## src/rtl/mmul_pkg.sv

```systemverilog
// Shared types and constants of the 4x4 fixed-point matrix multiplier.
// Depends on nothing; every other file of the block uses it.
package mmul_pkg;

    // Fixed field widths of the command and result beats
    localparam int WORD_W   = 32;
    localparam int INDEX_W  = 4;
    localparam int OPCODE_W = 2;
    // Column and row selectors, wide enough for the largest supported DIM
    localparam int SEL_W    = 3;
    // Element position as compared inside the cells (up to DIM*DIM - 1)
    localparam int POS_W    = 7;

    typedef enum logic [OPCODE_W-1:0] {
        OP_WRITE_A = 2'd0,
        OP_WRITE_B = 2'd1,
        OP_PRODUCT = 2'd2
    } opcode_e;

    // Element write broadcast to every cell
    typedef struct packed {
        logic                     wr_a;
        logic                     wr_b;
        logic [INDEX_W-1:0]       index;
        logic signed [WORD_W-1:0] value;
    } wr_req_t;

    // Product element traveling down the chain next to its partial sum
    typedef struct packed {
        logic               valid;
        logic [SEL_W-1:0]   col;
        logic [SEL_W-1:0]   row;
        logic [INDEX_W-1:0] index;
        logic               last;
    } tag_t;

endpackage

```

## src/rtl/mmul_if.sv

```systemverilog


interface mmul_res_if;
    logic                              valid;
    logic                              ready;
    logic [mmul_pkg::INDEX_W-1:0]      result_index;
    logic signed [mmul_pkg::WORD_W-1:0] result_value;
    logic                              last_flag;

    modport source (output valid, output result_index, output result_value,
                    output last_flag, input ready);
    modport sink   (input valid, input result_index, input result_value,
                    input last_flag, output ready);
endinterface

```

## src/rtl/mmul_sat.sv

```systemverilog
// Output stage: scales the finished sum down by FRAC_BITS, saturates it to a word
// and holds it in the result register. Depends on mmul_pkg and mmul_res_if.
module mmul_sat #(
    parameter int ACC_W     = 67,
    parameter int FRAC_BITS = 16
) (
    input  logic                    clk,
    input  logic                    rst_n,
    input  mmul_pkg::tag_t          tag_in,
    input  logic signed [ACC_W-1:0] sum_in,
    output logic                    advance,
    mmul_res_if.source              res
);
    import mmul_pkg::*;

    localparam int HEAD_W = ACC_W - WORD_W + 1;

    logic signed [ACC_W-1:0]  shifted;
    logic [HEAD_W-1:0]        head;
    logic                     fits;
    logic signed [WORD_W-1:0] value_next;
    logic                     valid_reg;
    logic [INDEX_W-1:0]       index_reg;
    logic signed [WORD_W-1:0] value_reg;
    logic                     last_reg;

    // Floor shift, then clamp anything outside the signed word range
    assign shifted = sum_in >>> FRAC_BITS;
    assign head    = shifted[ACC_W-1:WORD_W-1];
    assign fits    = (&head) | ~(|head);

    always_comb
    begin
        if (fits)
        begin
            value_next = shifted[WORD_W-1:0];
        end
        else if (shifted[ACC_W-1])
        begin
            value_next = {1'b1, {(WORD_W - 1){1'b0}}};
        end
        else
        begin
            value_next = {1'b0, {(WORD_W - 1){1'b1}}};
        end
    end

    // The whole chain moves only when the result register is empty or its result is taken
    assign advance = !valid_reg || res.ready;

    always_ff @(posedge clk or negedge rst_n)
    begin
        if (!rst_n)
        begin
            valid_reg <= 1'b0;
        end
        else if (advance)
        begin
            valid_reg <= tag_in.valid;
        end
    end

    always_ff @(posedge clk)
    begin
        if (advance)
        begin
            index_reg <= tag_in.index;
            value_reg <= value_next;
            last_reg  <= tag_in.last;
        end
    end

    assign res.valid        = valid_reg;
    assign res.result_index = index_reg;
    assign res.result_value = value_reg;
    assign res.last_flag    = last_reg;

endmodule
```

## src/flat_wrapper.sv

```systemverilog
// flat-port wrapper written by rule: the top's interface ports become plain ports
module mmul_sat_flat import mmul_pkg::*;
#(
    parameter int ACC_W     = 67,
    parameter int FRAC_BITS = 16
)
  (clk, rst_n, tag_in, sum_in, advance, res_valid, res_result_index, res_result_value, res_last_flag, res_ready);
  mmul_res_if res_i ();
  input  logic clk;
  input  logic rst_n;
  input  mmul_pkg::tag_t tag_in;
  input  logic signed [ACC_W-1:0] sum_in;
  output logic advance;
  output wire logic [$bits(res_i.valid)-1:0] res_valid;
  output wire logic [$bits(res_i.result_index)-1:0] res_result_index;
  output wire logic [$bits(res_i.result_value)-1:0] res_result_value;
  output wire logic [$bits(res_i.last_flag)-1:0] res_last_flag;
  input wire logic [$bits(res_i.ready)-1:0] res_ready;
  assign res_valid = res_i.valid;
  assign res_result_index = res_i.result_index;
  assign res_result_value = res_i.result_value;
  assign res_last_flag = res_i.last_flag;
  assign res_i.ready = res_ready;
  mmul_sat #(.ACC_W(ACC_W), .FRAC_BITS(FRAC_BITS)) u_core (.clk(clk), .rst_n(rst_n), .tag_in(tag_in), .sum_in(sum_in), .advance(advance), .res(res_i));
endmodule
```

## config.mk

```make
export PLATFORM = sky130hd
export DESIGN_NAME = mmul_sat_flat
export DESIGN_NICKNAME = d
export VERILOG_FILES = /design/src/rtl/mmul_pkg.sv /design/src/rtl/mmul_if.sv /design/src/rtl/mmul_sat.sv /design/src/flat_wrapper.sv
export SDC_FILE = /design/constraint.sdc
export NUM_CORES = 1
export LEC_CHECK = 0
export BUFFER_PORTS_ARGS = -buffer_cell sky130_fd_sc_hd__buf_2
export CORE_MARGIN = 5
export CORE_UTILIZATION = 44
export CTS_CLUSTER_SIZE = 8
export DETAILED_ROUTE_END_ITERATION = 12
export GPL_ROUTABILITY_DRIVEN = 0
export PLACE_DENSITY = 0.85
export SLEW_MARGIN = 30
export SYNTH_ARGS = -nofsm -noshare
export SYNTH_HDL_FRONTEND = slang
export SYNTH_SLANG_ARGS = --single-unit
```

## constraint.sdc

```tcl
create_clock -name clk -period 5.04 [get_ports clk]
set_clock_uncertainty 0.05 [all_clocks]
set_input_delay 0.504 -clock clk [delete_from_list [all_inputs] [get_ports clk]]
set_output_delay 0.504 -clock clk [all_outputs]
set_load 0.005 [all_outputs]
```

# Yosys cells after proc, flatten, opt, wreduce, memory -nomap -nowiden

Cells that the tools add are included.

Register bits after elaboration: 38
Latch bits: 0
RAM bits: 0
ROM bits: 0
Bits of input ports: 82
Output and inout bits: 39
Logic and storage cells: 12
Memories kept: 0

Add/sub/neg operators: 0
Multipliers: 0
Divide/modulo/power cells: 0
Magnitude comparators: 0
Equal/unequal tests: 0
Shift-type cells: 0
Multiplexer cells: 2
Bitwise gates (word level): 2
Reductions and logical operators: 4

Operators with widths:

| kind               | number |
|---|---|
| $mux W32           | 2 |
| $reduce_and A20 Y1 | 1 |
| $reduce_or A20 Y1  | 1 |
| $logic_not A1 Y1   | 1 |
| $logic_or A1 B1 Y1 | 1 |
| $not A1 Y1         | 1 |
| $or A1 B1 Y1       | 1 |

# Depth between registers and ports, before layout

Depth in word-level cells: 4
Depth in mapped cells: 5
Gate-level depth less buffers: 4

# Worst setup path before layout

OpenSTA, ideal clock, no wires.

Path kind: input port to output port
From: input port res_ready
To: output port advance
Data arrival time: 1,489 ps
Required time: 4,486 ps
Slack: 2,997 ps
Stages: 1
Path buffers: 0
Cell sequence: nand2b_1

Cells in the longest elaborated chain, start to end: 1

RTL lines:

| element            | RTL line           | RTL |
|---|---|---|
| start: declaration | flat_wrapper.sv:18 | `input wire logic [$bits(res_i.ready)-1:0] res_ready;` |
| $logic_or A1 B1 Y1 | mmul_sat.sv:49     | `assign advance = !valid_reg \|\| res.ready;` |
| end: declaration   | flat_wrapper.sv:13 | `output logic advance;` |

Every way passes these cells.

# Worst setup path in the final report

From: register u_core.valid_reg, in the netlist u_core.res.valid
To: output port advance

Cells in the longest elaborated chain, start to end: 2

RTL lines:

| element                  | RTL line       | RTL |
|---|---|---|
| start: declaration       | mmul_sat.sv:22 | `logic valid_reg;` |
| start signal: assignment | mmul_sat.sv:59 | `valid_reg <= tag_in.valid;` |
| $logic_not A1 Y1         | mmul_sat.sv:49 |  |
| $logic_or A1 B1 Y1       | mmul_sat.sv:49 |  |

Every way passes these cells.

==> flow_summary.json <==
{
  "outcome": "completed",
  "worstRegToRegCells": 1,
  "cts_sinks": 38,
  "nets": 308,
  "min_path_cells": 1,
  "yosysTopAreaCellShare_pct": 63.7,
  "largest_reg_flops": 32,
  "critPathKind": "register to output pin",
  "die-area_um2": 5330,
  "synthMuxAreaShare_pct": 0,
  "post-route-min-period_ps": 2140,
  "cp.arrival_ps": 1590,
  "holdCritPathClass": "input port to register",
  "yosysTopAreaCell": "edfxtp_1",
  "synth_top_family_by_area": "compound AO/OA/AOI/OAI gates",
  "yosysSeqAreaShare_pct": 65.1,
  "core.rowCount": 22,
  "setup_slack_ps": 2900,
  "wl_um": 3770,
  "leakage_uw": 0.00109,
  "crit-reg2reg-launch": "u_core.res.valid",
  "drive_above_1_share_pct": 62.6,
  "rsz0062_at_grt": "false",
  "synth_cell_types": 16,
  "chipWidth_um": 73.0,
  "synth_common_cells": "edfxtp_1, inv_1, o21ai_2, buf_6",
  "stdcell_area_um2": 2350,
  "synth-xor-area-share_pct": 0,
  "r2r_slack_ps": 3560,
  "drtIter0Drc": 66,
  "synth-async-reset-ratio_pct": 2.63,
  "clk_path_buf_depth": 2,
  "synth_area_um2": 1750,
  "grtUsageTotal_pct": 14.5,
  "max_freq_ghz": 0.467,
  "period_share_pct": 42.5,
  "ios": 121,
  "setup.worst_path.start_class": "register",
  "tightest_slew_ps": 933,
  "holdWs_ps": 343,
  "hp-start": "tag_in[4]",
  "postLayoutCoreUtil_pct": 62.7,
  "cts_root_buf": "clkbuf_8",
  "synthFlopType": "edfxtp_1",
  "start_util_pct": 46.6,
  "maxSlewViolCount": 0,
  "grt_max_degree": 40,
  "clock_latency_ps": 280,
  "cts_hold_buffers": 1,
  "slew_headroom_pct": 37.8,
  "wl_per_cell_um": 13.7,
  "first_global_vias": 1321,
  "firstDrtPassIters": 4,
  "hold_violations": 0,
  "vias": 1296,
  "required_ps": 4490,
  "synth-seq-cells": 38,
  "synth_edf_count": 37,
  "cts_resized": 0,
  "end_kind": "output pin",
  "dp_hpwl_um": 2870,
  "ant_nets": 0,
  "synth_nets": 208,
  "cap_violations": 0,
  "synthAdderAreaFrac_pct": 0,
  "setup_viol": 0,
  "post_cts_buffers": 0,
  "syn_to_final_growth_pct": 34.6,
  "p_per_area_nw_per_um2": 302,
  "place_ws_ps": 2720,
  "antenna_found_initial": 0,
  "core_region_area_um2": 3740,
  "whs_endpoint": "u_core.res.result_index[3]",
  "avgSynthCellArea_um2": 13.9,
  "synth-simple-area-share_pct": 5.81,
  "vias_per_cell": 4.71,
  "ir_drop_mv": 0.137,
  "r2r_end": "u_core.res.result_value[24]",
  "cts.clk_slew.worst_paths_ps": 70,
  "grt_overflow": 0,
  "numPortBuffers": 98,
  "drc": 0,
  "fill_cells": 331,
  "finalSetupTns_ps": 0,
  "cts_buffers": 5,
  "synth_compound_area_share_pct": 17.8,
  "htreeDepth": 2,
  "grt_pass1_wl_um": 5950,
  "synth_cells": 126,
  "crit_fanout": 39,
  "synth_warnings": 0,
  "netlist_top_cells_area": "edfxtp_1, o21ai_2, inv_1, buf_6, nand4_1",
  "cts_tree": "done",
  "yosysMostFrequentCell": "edfxtp_1",
  "insertedDiodeCount": 0,
  "chipHeight_um": 73.0,
  "place_area_um2": 2230
}
## metrics by stage
stage / std cells / total power, uW
6_report: 275 / 710
5_1_grt: 275 / 741
4_1_cts: 275 / 718
3_5_place_dp: 266 / 470
3_3_place_gp: 266 / 466
2_1_floorplan: 126 / 420
## critical path, cell delays in order, from the launching register on
cell and delay, ps:
dfrtp_1 380, nand2b_2 660, buf_2 250
## logic make-up after synthesis
family	Yosys count
flip-flops	38
buffers and inverters	39
AO/OA/AOI/OAI	33
AND/OR/NAND/NOR	16
## how the worst max path moves through the flow
stage | startpoint | endpoint | slack (ps) | cells after the start
after global placement | sum_in[65] | u_core.res.result_value[30] | 2760 | 6
final | u_core.res.valid | advance | 2900 | 2
after detailed placement | sum_in[65] | u_core.res.result_value[30] | 2720 | 6
after global routing | u_core.res.valid | advance | 2790 | 2
after CTS | u_core.res.valid | advance | 2880 | 2
after floorplan | res_ready | advance | 3000 | 1
## power by group
group          leakage, uW  switching [uW]  internal [uW]
Sequential        0.000383            5.44            373
Clock            0.0000579             103            146
Combinational     0.000654            42.8           40.3
## placed cells by master (no fill, tap or decap), drive strengths merged
cell / netlist / layout
o22a: 1 / 1
or2: 1 / 1
or3: 1 / 1
nand4: 5 / 5
nand3: 1 / 1
nand2b: 2 / 2
nand2: 1 / 1
nor4: 5 / 5
inv: 32 / 32
o21ai: 31 / 31
clkbuf: 0 / 5
dfrtp: 1 / 1
edfxtp: 37 / 37
buf: 6 / 99
o221ai: 1 / 1
clkinv: 0 / 2
dlygate4sd3: 0 / 1
bufinv: 0 / 1
## area by class of cell
cell class              instances  area [um^2]  share of cell area [%]
clock inverters                 3         40.0                    1.70
repair buffers                100          508                    21.6
clock buffers                   5         68.8                    2.93
well taps                      48         60.1                    2.56
inverters                      32          120                    5.11
multi-input cells              49          415                    17.7
flip-flops and latches         38         1140                    48.4
## layer usage
metal / global-route usage [%] / up-vias / routed length (um)
met3: 4.27 / 3 / 276
met1: 14.7 / 602 / 1300
met4: 5.53 / 0 / 32
met2: 27.5 / 52 / 2160
li1: - / 639 / -
met5: 0 / - / 0
Power figures use the tool's default switching activity.
