$ cat src/rtl/mmul_pkg.sv
// Shared types and constants of the 4x4 fixed-point matrix multiplier.
// Depends on nothing; every other file of the block uses it.
package mmul_pkg;

    // Fixed field widths of the command and result beats
    localparam int WORD_W   = 32;
    localparam int INDEX_W  = 4;
    localparam int OPCODE_W = 2;
    // Column and row selectors, wide enough for the largest supported DIM
    localparam int SEL_W    = 3;
    // Element position as compared inside the cells (up to DIM*DIM - 1)
    localparam int POS_W    = 7;

    typedef enum logic [OPCODE_W-1:0] {
        OP_WRITE_A = 2'd0,
        OP_WRITE_B = 2'd1,
        OP_PRODUCT = 2'd2
    } opcode_e;

    // Element write broadcast to every cell
    typedef struct packed {
        logic                     wr_a;
        logic                     wr_b;
        logic [INDEX_W-1:0]       index;
        logic signed [WORD_W-1:0] value;
    } wr_req_t;

    // Product element traveling down the chain next to its partial sum
    typedef struct packed {
        logic               valid;
        logic [SEL_W-1:0]   col;
        logic [SEL_W-1:0]   row;
        logic [INDEX_W-1:0] index;
        logic               last;
    } tag_t;

endpackage

$ cat src/rtl/mmul_cell.sv
// One cell of the multiply-accumulate chain: holds column K of A and row K of B,
// adds A[K][row] * B[col][K] to the passing partial sum. Depends on mmul_pkg.
module mmul_cell #(
    parameter int DIM   = 4,
    parameter int K     = 0,
    parameter int ACC_W = 67
) (
    input  logic                   clk,
    input  logic                   rst_n,
    input  logic                   advance,
    input  mmul_pkg::wr_req_t      wr,
    input  mmul_pkg::tag_t         tag_in,
    input  logic signed [ACC_W-1:0] sum_in,
    output mmul_pkg::tag_t         tag_out,
    output logic signed [ACC_W-1:0] sum_out,
    output logic                   busy
);
    import mmul_pkg::*;

    localparam int IDX_W  = (DIM > 1) ? $clog2(DIM) : 1;
    localparam int PROD_W = 2 * WORD_W;

    logic signed [WORD_W-1:0] a_col_reg [DIM];
    logic signed [WORD_W-1:0] b_row_reg [DIM];

    logic signed [WORD_W-1:0] a_sel;
    logic signed [WORD_W-1:0] b_sel;
    logic signed [PROD_W-1:0] prod_next;
    logic signed [PROD_W-1:0] prod_reg;
    logic signed [ACC_W-1:0]  sum_d_reg;
    logic signed [ACC_W-1:0]  sum_next;
    logic signed [ACC_W-1:0]  sum_out_reg;
    tag_t                     tag_d_reg;
    tag_t                     tag_out_reg;

    // Store element writes that land in this cell
    for (genvar e = 0; e < DIM; e++) begin : g_entry
        localparam logic [POS_W-1:0] A_POS = POS_W'(K * DIM + e);
        localparam logic [POS_W-1:0] B_POS = POS_W'(e * DIM + K);

        always_ff @(posedge clk or negedge rst_n)
        begin
            if (!rst_n)
            begin
                a_col_reg[e] <= '0;
                b_row_reg[e] <= '0;
            end
            else
            begin
                if (wr.wr_a && (POS_W'(wr.index) == A_POS))
                begin
                    a_col_reg[e] <= wr.value;
                end
                if (wr.wr_b && (POS_W'(wr.index) == B_POS))
                begin
                    b_row_reg[e] <= wr.value;
                end
            end
        end
    end

    // Pick the operands for the arriving tag and multiply
    assign a_sel     = a_col_reg[tag_in.row[IDX_W-1:0]];
    assign b_sel     = b_row_reg[tag_in.col[IDX_W-1:0]];
    assign prod_next = a_sel * b_sel;

    // Add the registered product onto the delayed partial sum
    assign sum_next = sum_d_reg + {{(ACC_W - PROD_W){prod_reg[PROD_W-1]}}, prod_reg};

    // Product stage, then accumulate stage; both hold while the output stalls
    always_ff @(posedge clk or negedge rst_n)
    begin
        if (!rst_n)
        begin
            tag_d_reg   <= '0;
            tag_out_reg <= '0;
        end
        else if (advance)
        begin
            tag_d_reg   <= tag_in;
            tag_out_reg <= tag_d_reg;
        end
    end

    always_ff @(posedge clk)
    begin
        if (advance)
        begin
            prod_reg    <= prod_next;
            sum_d_reg   <= sum_in;
            sum_out_reg <= sum_next;
        end
    end

    assign tag_out = tag_out_reg;
    assign sum_out = sum_out_reg;
    assign busy    = tag_d_reg.valid | tag_out_reg.valid;

endmodule

$ cat config.mk
export PLATFORM = sky130hd
export DESIGN_NAME = mmul_cell
export DESIGN_NICKNAME = d
export VERILOG_FILES = /design/src/rtl/mmul_pkg.sv /design/src/rtl/mmul_cell.sv
export SDC_FILE = /design/constraint.sdc
export NUM_CORES = 2
export LEC_CHECK = 0
export ABC_AREA = 1
export BUFFER_PORTS_ARGS = -buffer_cell sky130_fd_sc_hd__buf_2
export CORE_ASPECT_RATIO = 1.75
export CORE_MARGIN = 2
export CORE_UTILIZATION = 45
export CTS_CLUSTER_DIAMETER = 30
export CTS_CLUSTER_SIZE = 14
export DETAILED_ROUTE_END_ITERATION = 6
export GPL_TIMING_DRIVEN = 0
export SLEW_MARGIN = 40
export SYNTH_ARGS = -nofsm -noshare
export SYNTH_HDL_FRONTEND = slang
export SYNTH_SLANG_ARGS = --single-unit
$ cat constraint.sdc
create_clock -name clk -period 20.6 [get_ports clk]
set_input_delay 3.09 -clock clk [delete_from_list [all_inputs] [get_ports clk]]
set_output_delay 3.09 -clock clk [all_outputs]
set_load 0.005 [all_outputs]
# Word level (Yosys, flattened, before mapping)
# Index checks and enable logic that the tools add are counted.
[totals] in_bits=120 wordCells=49 register_bits=478 output_inout_bits=80
[op_classes] n_reduce_logical=9 n_lt_le_gt_ge=2 n_bitwise=3 eq_ne=6 n_mul=1 n_addsub=1 muxes=6
[ops] operator="binary-select mux 32 bit (select 2 bit)" n=2
[ops] operator="two-way mux 32 bit" n=4
[ops] operator="adder 67 bit" n=1
[ops] operator="multiplier 32 x 32 -> 64 bit" n=1
[ops] operator="== test 4 x 2 -> 1 bit (second input constant)" n=2
[ops] operator="== test 4 bit (second input constant)" n=2
[ops] operator="logical AND 1 bit" n=8
[ops] operator="greater-or-equal comparator 3 bit (second input constant)" n=2
[ops] operator="inverter 2 -> 3 bit" n=2
[ops] operator="== test 4 x 1 -> 1 bit (second input constant)" n=1
[ops] operator="== test 4 x 3 -> 1 bit (second input constant)" n=1
[ops] operator="logical NOT 4 bit" n=1
[ops] operator="OR 1 bit" n=1

# Logic depth before layout (Yosys ltp)
[logic_depth] word_depth=5 depth_mapped=39 depth_no_buf=35

# Least setup slack after synthesis
# No wires, ideal clock.
[synth_timing] path_type="in2reg" startpoint="input tag_in[9] (netlist bit)" endpoint="register prod_reg[61], data pin" setup_ns=0.252 arrival_ns=10.195 n_path_buf=3 slack_ns=10.152 cell_stages=32 cell_sequence="inv_2 buf_4 buf_4 a21oi_1 a32oi_4 inv_2 buf_2 nor2_1 fa_1 inv_1 fa_1 inv_1 fa_1 fa_1 inv_1 fa_1 inv_1 fa_1 inv_1 fa_1 inv_1 fa_1 ha_1 nand2_1 nor2_1 inv_1 nor2_1 nand2_1 nor3_1 nand2_1 nand3_1 nand2_1"
[synth_between] elab_chain_len=5
[synth_rtl] item="start, declared" line="mmul_cell.sv:12" rtl="input mmul_pkg::tag_t tag_in,"
[synth_rtl] item="inverter 2 -> 3 bit (not written as such)" line="mmul_cell.sv:64" rtl="assign b_sel = b_row_reg[tag_in.col[IDX_W-1:0]];"
[synth_rtl] item="binary-select mux 32 bit (select 2 bit)" line="mmul_cell.sv:64"
[synth_rtl] item="two-way mux 32 bit (not written as such) (2 in a row)" line="mmul_cell.sv:64"
[synth_rtl] item="multiplier 32 x 32 -> 64 bit" line="mmul_cell.sv:65" rtl="assign prod_next = a_sel * b_sel;"
[synth_rtl] item="net prod_next[61]" line="mmul_cell.sv:28" rtl="logic signed [PROD_W-1:0] prod_next;"
[synth_rtl] item="end signal, assigned" line="mmul_cell.sv:89" rtl="prod_reg <= prod_next;"
[synth_rtl] item="end, declared" line="mmul_cell.sv:29" rtl="logic signed [PROD_W-1:0] prod_reg;"
# The timed path passes the listed nets, and every way through them passes these cells. The select of a mux whose other input is x is not followed.
# A chain may end at the register's enable or synchronous reset.

# Final worst setup path
[layout_timing] startpoint="input tag_in[9] (netlist bit)" endpoint="register prod_reg[57], data pin"
# Same word-level chain as after synthesis.

==> impl_metrics.yaml <==
timing:
  finalClockSkew_ns: 0.05086
  max_slew_margin: 0.3824
  setup_viol: 0
  rsz0062_at_grt: "false"
  fin_crit_sh: 0.6059
  max_freq_mhz: 80.12
  fin_crit_ns: 12.48
  worst_pin_slew_ns: 0.9264
  setup-tns-final_ns: 0
  hold_viol: 0
  drv_slew: 0
route:
  routedWlPerCell_um: 31.08
  drt-vias-per-instance: 5.496
  num_vias: 51060
  routed_wl_mm: 288.8
  drtAntennaViolNets: 0
  first_iter_violations: 3512
  drc: 0
  dr.pass1.iters: 6
setup_path:
  r2r_cells: 26
  r2r-end: "prod_reg[57]"
  start_kind: "input port"
  worst-setup-path-type: "input port to flop"
  r2r_start: "b_row_reg[70]"
  critPathLaunch: "tag_in[9]"
  required_ns: 21.09
  ff2ff_setup_slack_ns: 10.75
  cp_max_fo: 11
  critPathArrivalTime_ns: 12.97
  cp-end-kind: "flop"
  worstSetupEndpoint: "prod_reg[57]"
finish:
  finalInstanceArea_mm2: 0.06734
  fill_cells: 13330
  drive_gt1_frac: 0.09153
  fin_cells: 9290
  fin_nets: 8862
  syn_to_final_growth_pct: 10.56
outcome:
  status: "completed"
grt:
  antenna_found_initial: 25
  overflow: 0
  grt_usage: 0.4301
  grt_max_degree: 79
  grt_pass1_vias: 56330
  grt_pass1_wl_mm: 403.6
synth:
  synth_top_area_frac: 0.3560
  ys_warn_count: 0
  synth_nets: 8560
  synthFlopType: "dfrtp_1"
  avgSynthCellArea_um2: 8.570
  synth_edf_count: 198
  ys_ff_latch: 478
  synth_area_mm2: 0.06091
  synth_area_leader_cell: "fa_1"
  ys_types: 40
  synthArstFlopShare: 0.5858
  synth.most_common_cell: "nand2_1"
  ys_seq_area_frac: 0.2127
  ys_top_cells_by_count: "nand2_1, inv_1, fa_1"
  synthCells: 7107
  ys_top_cells_by_area: "fa_1, dfrtp_1, nand2_1"
floorplanning:
  dieArea_mm2: 0.1384
  die_x_um: 282.1
  rows: 178
  die_h_um: 490.7
  boundaryPins: 200
  initial_core_util: 0.4535
  core_area_mm2: 0.1343
min_path:
  hp-class: "flop to flop"
  hold_path_depth: 2
clocking:
  cts_sinks: 478
  cts_setup_buffers: 0
  cts_inserted_buffers: 79
  insertion_delay_ns: 0.76
  cts_tree: "done"
  post_cts_resize_count: 0
  clk_pin_slew_ns: 0.06
  clock_path_buffers: 3
  hold_buffers: 0
  clockRootBuffer: "clkbuf_16"
  htree_levels: 3
placed_design:
  place_congestion: 1.075
  port_buffers: 199
  dpl.cell_count: 9125
  placed_area_mm2: 0.06450
  dp_hpwl_mm: 243.9
job:
  drv_cap: 0
[per-stage QoR]
stage          hold WS (ns)    util  worst slack [ns]
2_1_floorplan        0.4498       -             10.15
3_3_place_gp         0.4656  0.4777             6.399
3_5_place_dp         0.4730  0.4803             7.010
4_1_cts              0.4852  0.5008             7.749
5_1_grt              0.4961  0.5012             7.856
6_report             0.4805  0.5014             8.119
[area by class of cell]
cell class	instances	area (µm²)	share of cell area
multi-input combinational	4931	41100	0.6103
sequential	478	12950	0.1924
inverter	1458	5473	0.08127
tap	1800	2252	0.03345
clock buffer	87	2057	0.03055
buffer	240	1416	0.02103
timing repair buffer	221	1350	0.02005
clock inverter	58	695.7	0.01033
antenna	17	42.54	0.0006318
[worst max-delay path: stages]
cell and delay (ns):
buf_2 0.11, inv_2 0.05, buf_2 0.34, buf_2 0.57, a32o_1 0.80, buf_2 0.40
nor2_1 0.12, ha_1 0.41, fa_1 0.62, fa_2 0.61, fa_1 1.00, inv_1 0.43
fa_1 0.59, inv_1 0.06, fa_1 0.55, fa_1 0.48, fa_1 0.48, ha_1 0.46
nand2_1 0.14, nor2_1 0.16, inv_1 0.08, nor2_1 0.43, nand2_1 0.30, nor3_1 0.21
nand2_1 0.23, nand4_1 0.15, nand2_1 0.06
[metal layers]
| layer | GRT usage | vias to the layer above | wire length [µm] |
|---|---|---|---|
| met5 | 0 | - | 88 |
| met3 | 0.1030 | 1257 | 17710 |
| li1 | - | 21960 | - |
| met4 | 0.5483 | 14 | 46480 |
| met2 | 0.7509 | 2303 | 146600 |
| met1 | 0.3476 | 25530 | 77860 |
[how the worst min path moves through the flow]
stage	from	end	slack, ns
global placement	a_col_reg[5]	a_col_reg[5]	0.47
floorplan	tag_d_reg[11]	tag_out[11]	0.45
CTS	a_col_reg[16]	a_col_reg[16]	0.49
finish	b_row_reg[81]	b_row_reg[81]	0.48
global route	b_row_reg[113]	b_row_reg[113]	0.50
detailed placement	b_row_reg[62]	b_row_reg[62]	0.47
[cells by family after synthesis]
group | Yosys count | share of synthesized area
AO/OA/AOI/OAI | 650 | 0.07163
XOR/XNOR | 84 | 0.01208
adder cells (fa/ha/maj) | 1333 | 0.4073
buffers and inverters | 1698 | 0.1130
flip-flops | 478 | 0.2127
multiplexers | 4 | 0.0007395
AND/OR/NAND/NOR | 2860 | 0.1826
[cell usage in the layout, fill, tap and decap left out, types with 45 or more instances in the layout]
master / count
buf_2: 316
buf_6: 45
edfxtp_1: 198
clkbuf_16: 79
dfrtp_1: 280
o21ai_0: 319
fa_1: 1082
xor2_1: 72
inv_2: 58
inv_1: 1400
nor2_1: 832
ha_1: 250
nand2_1: 1807
clkbuf_1: 58
a21oi_1: 216
nand3_1: 125
Power is left out: the tool's default activity adds up to more than one toggle a clock period on the data nets, which glitch-free logic cannot reach.
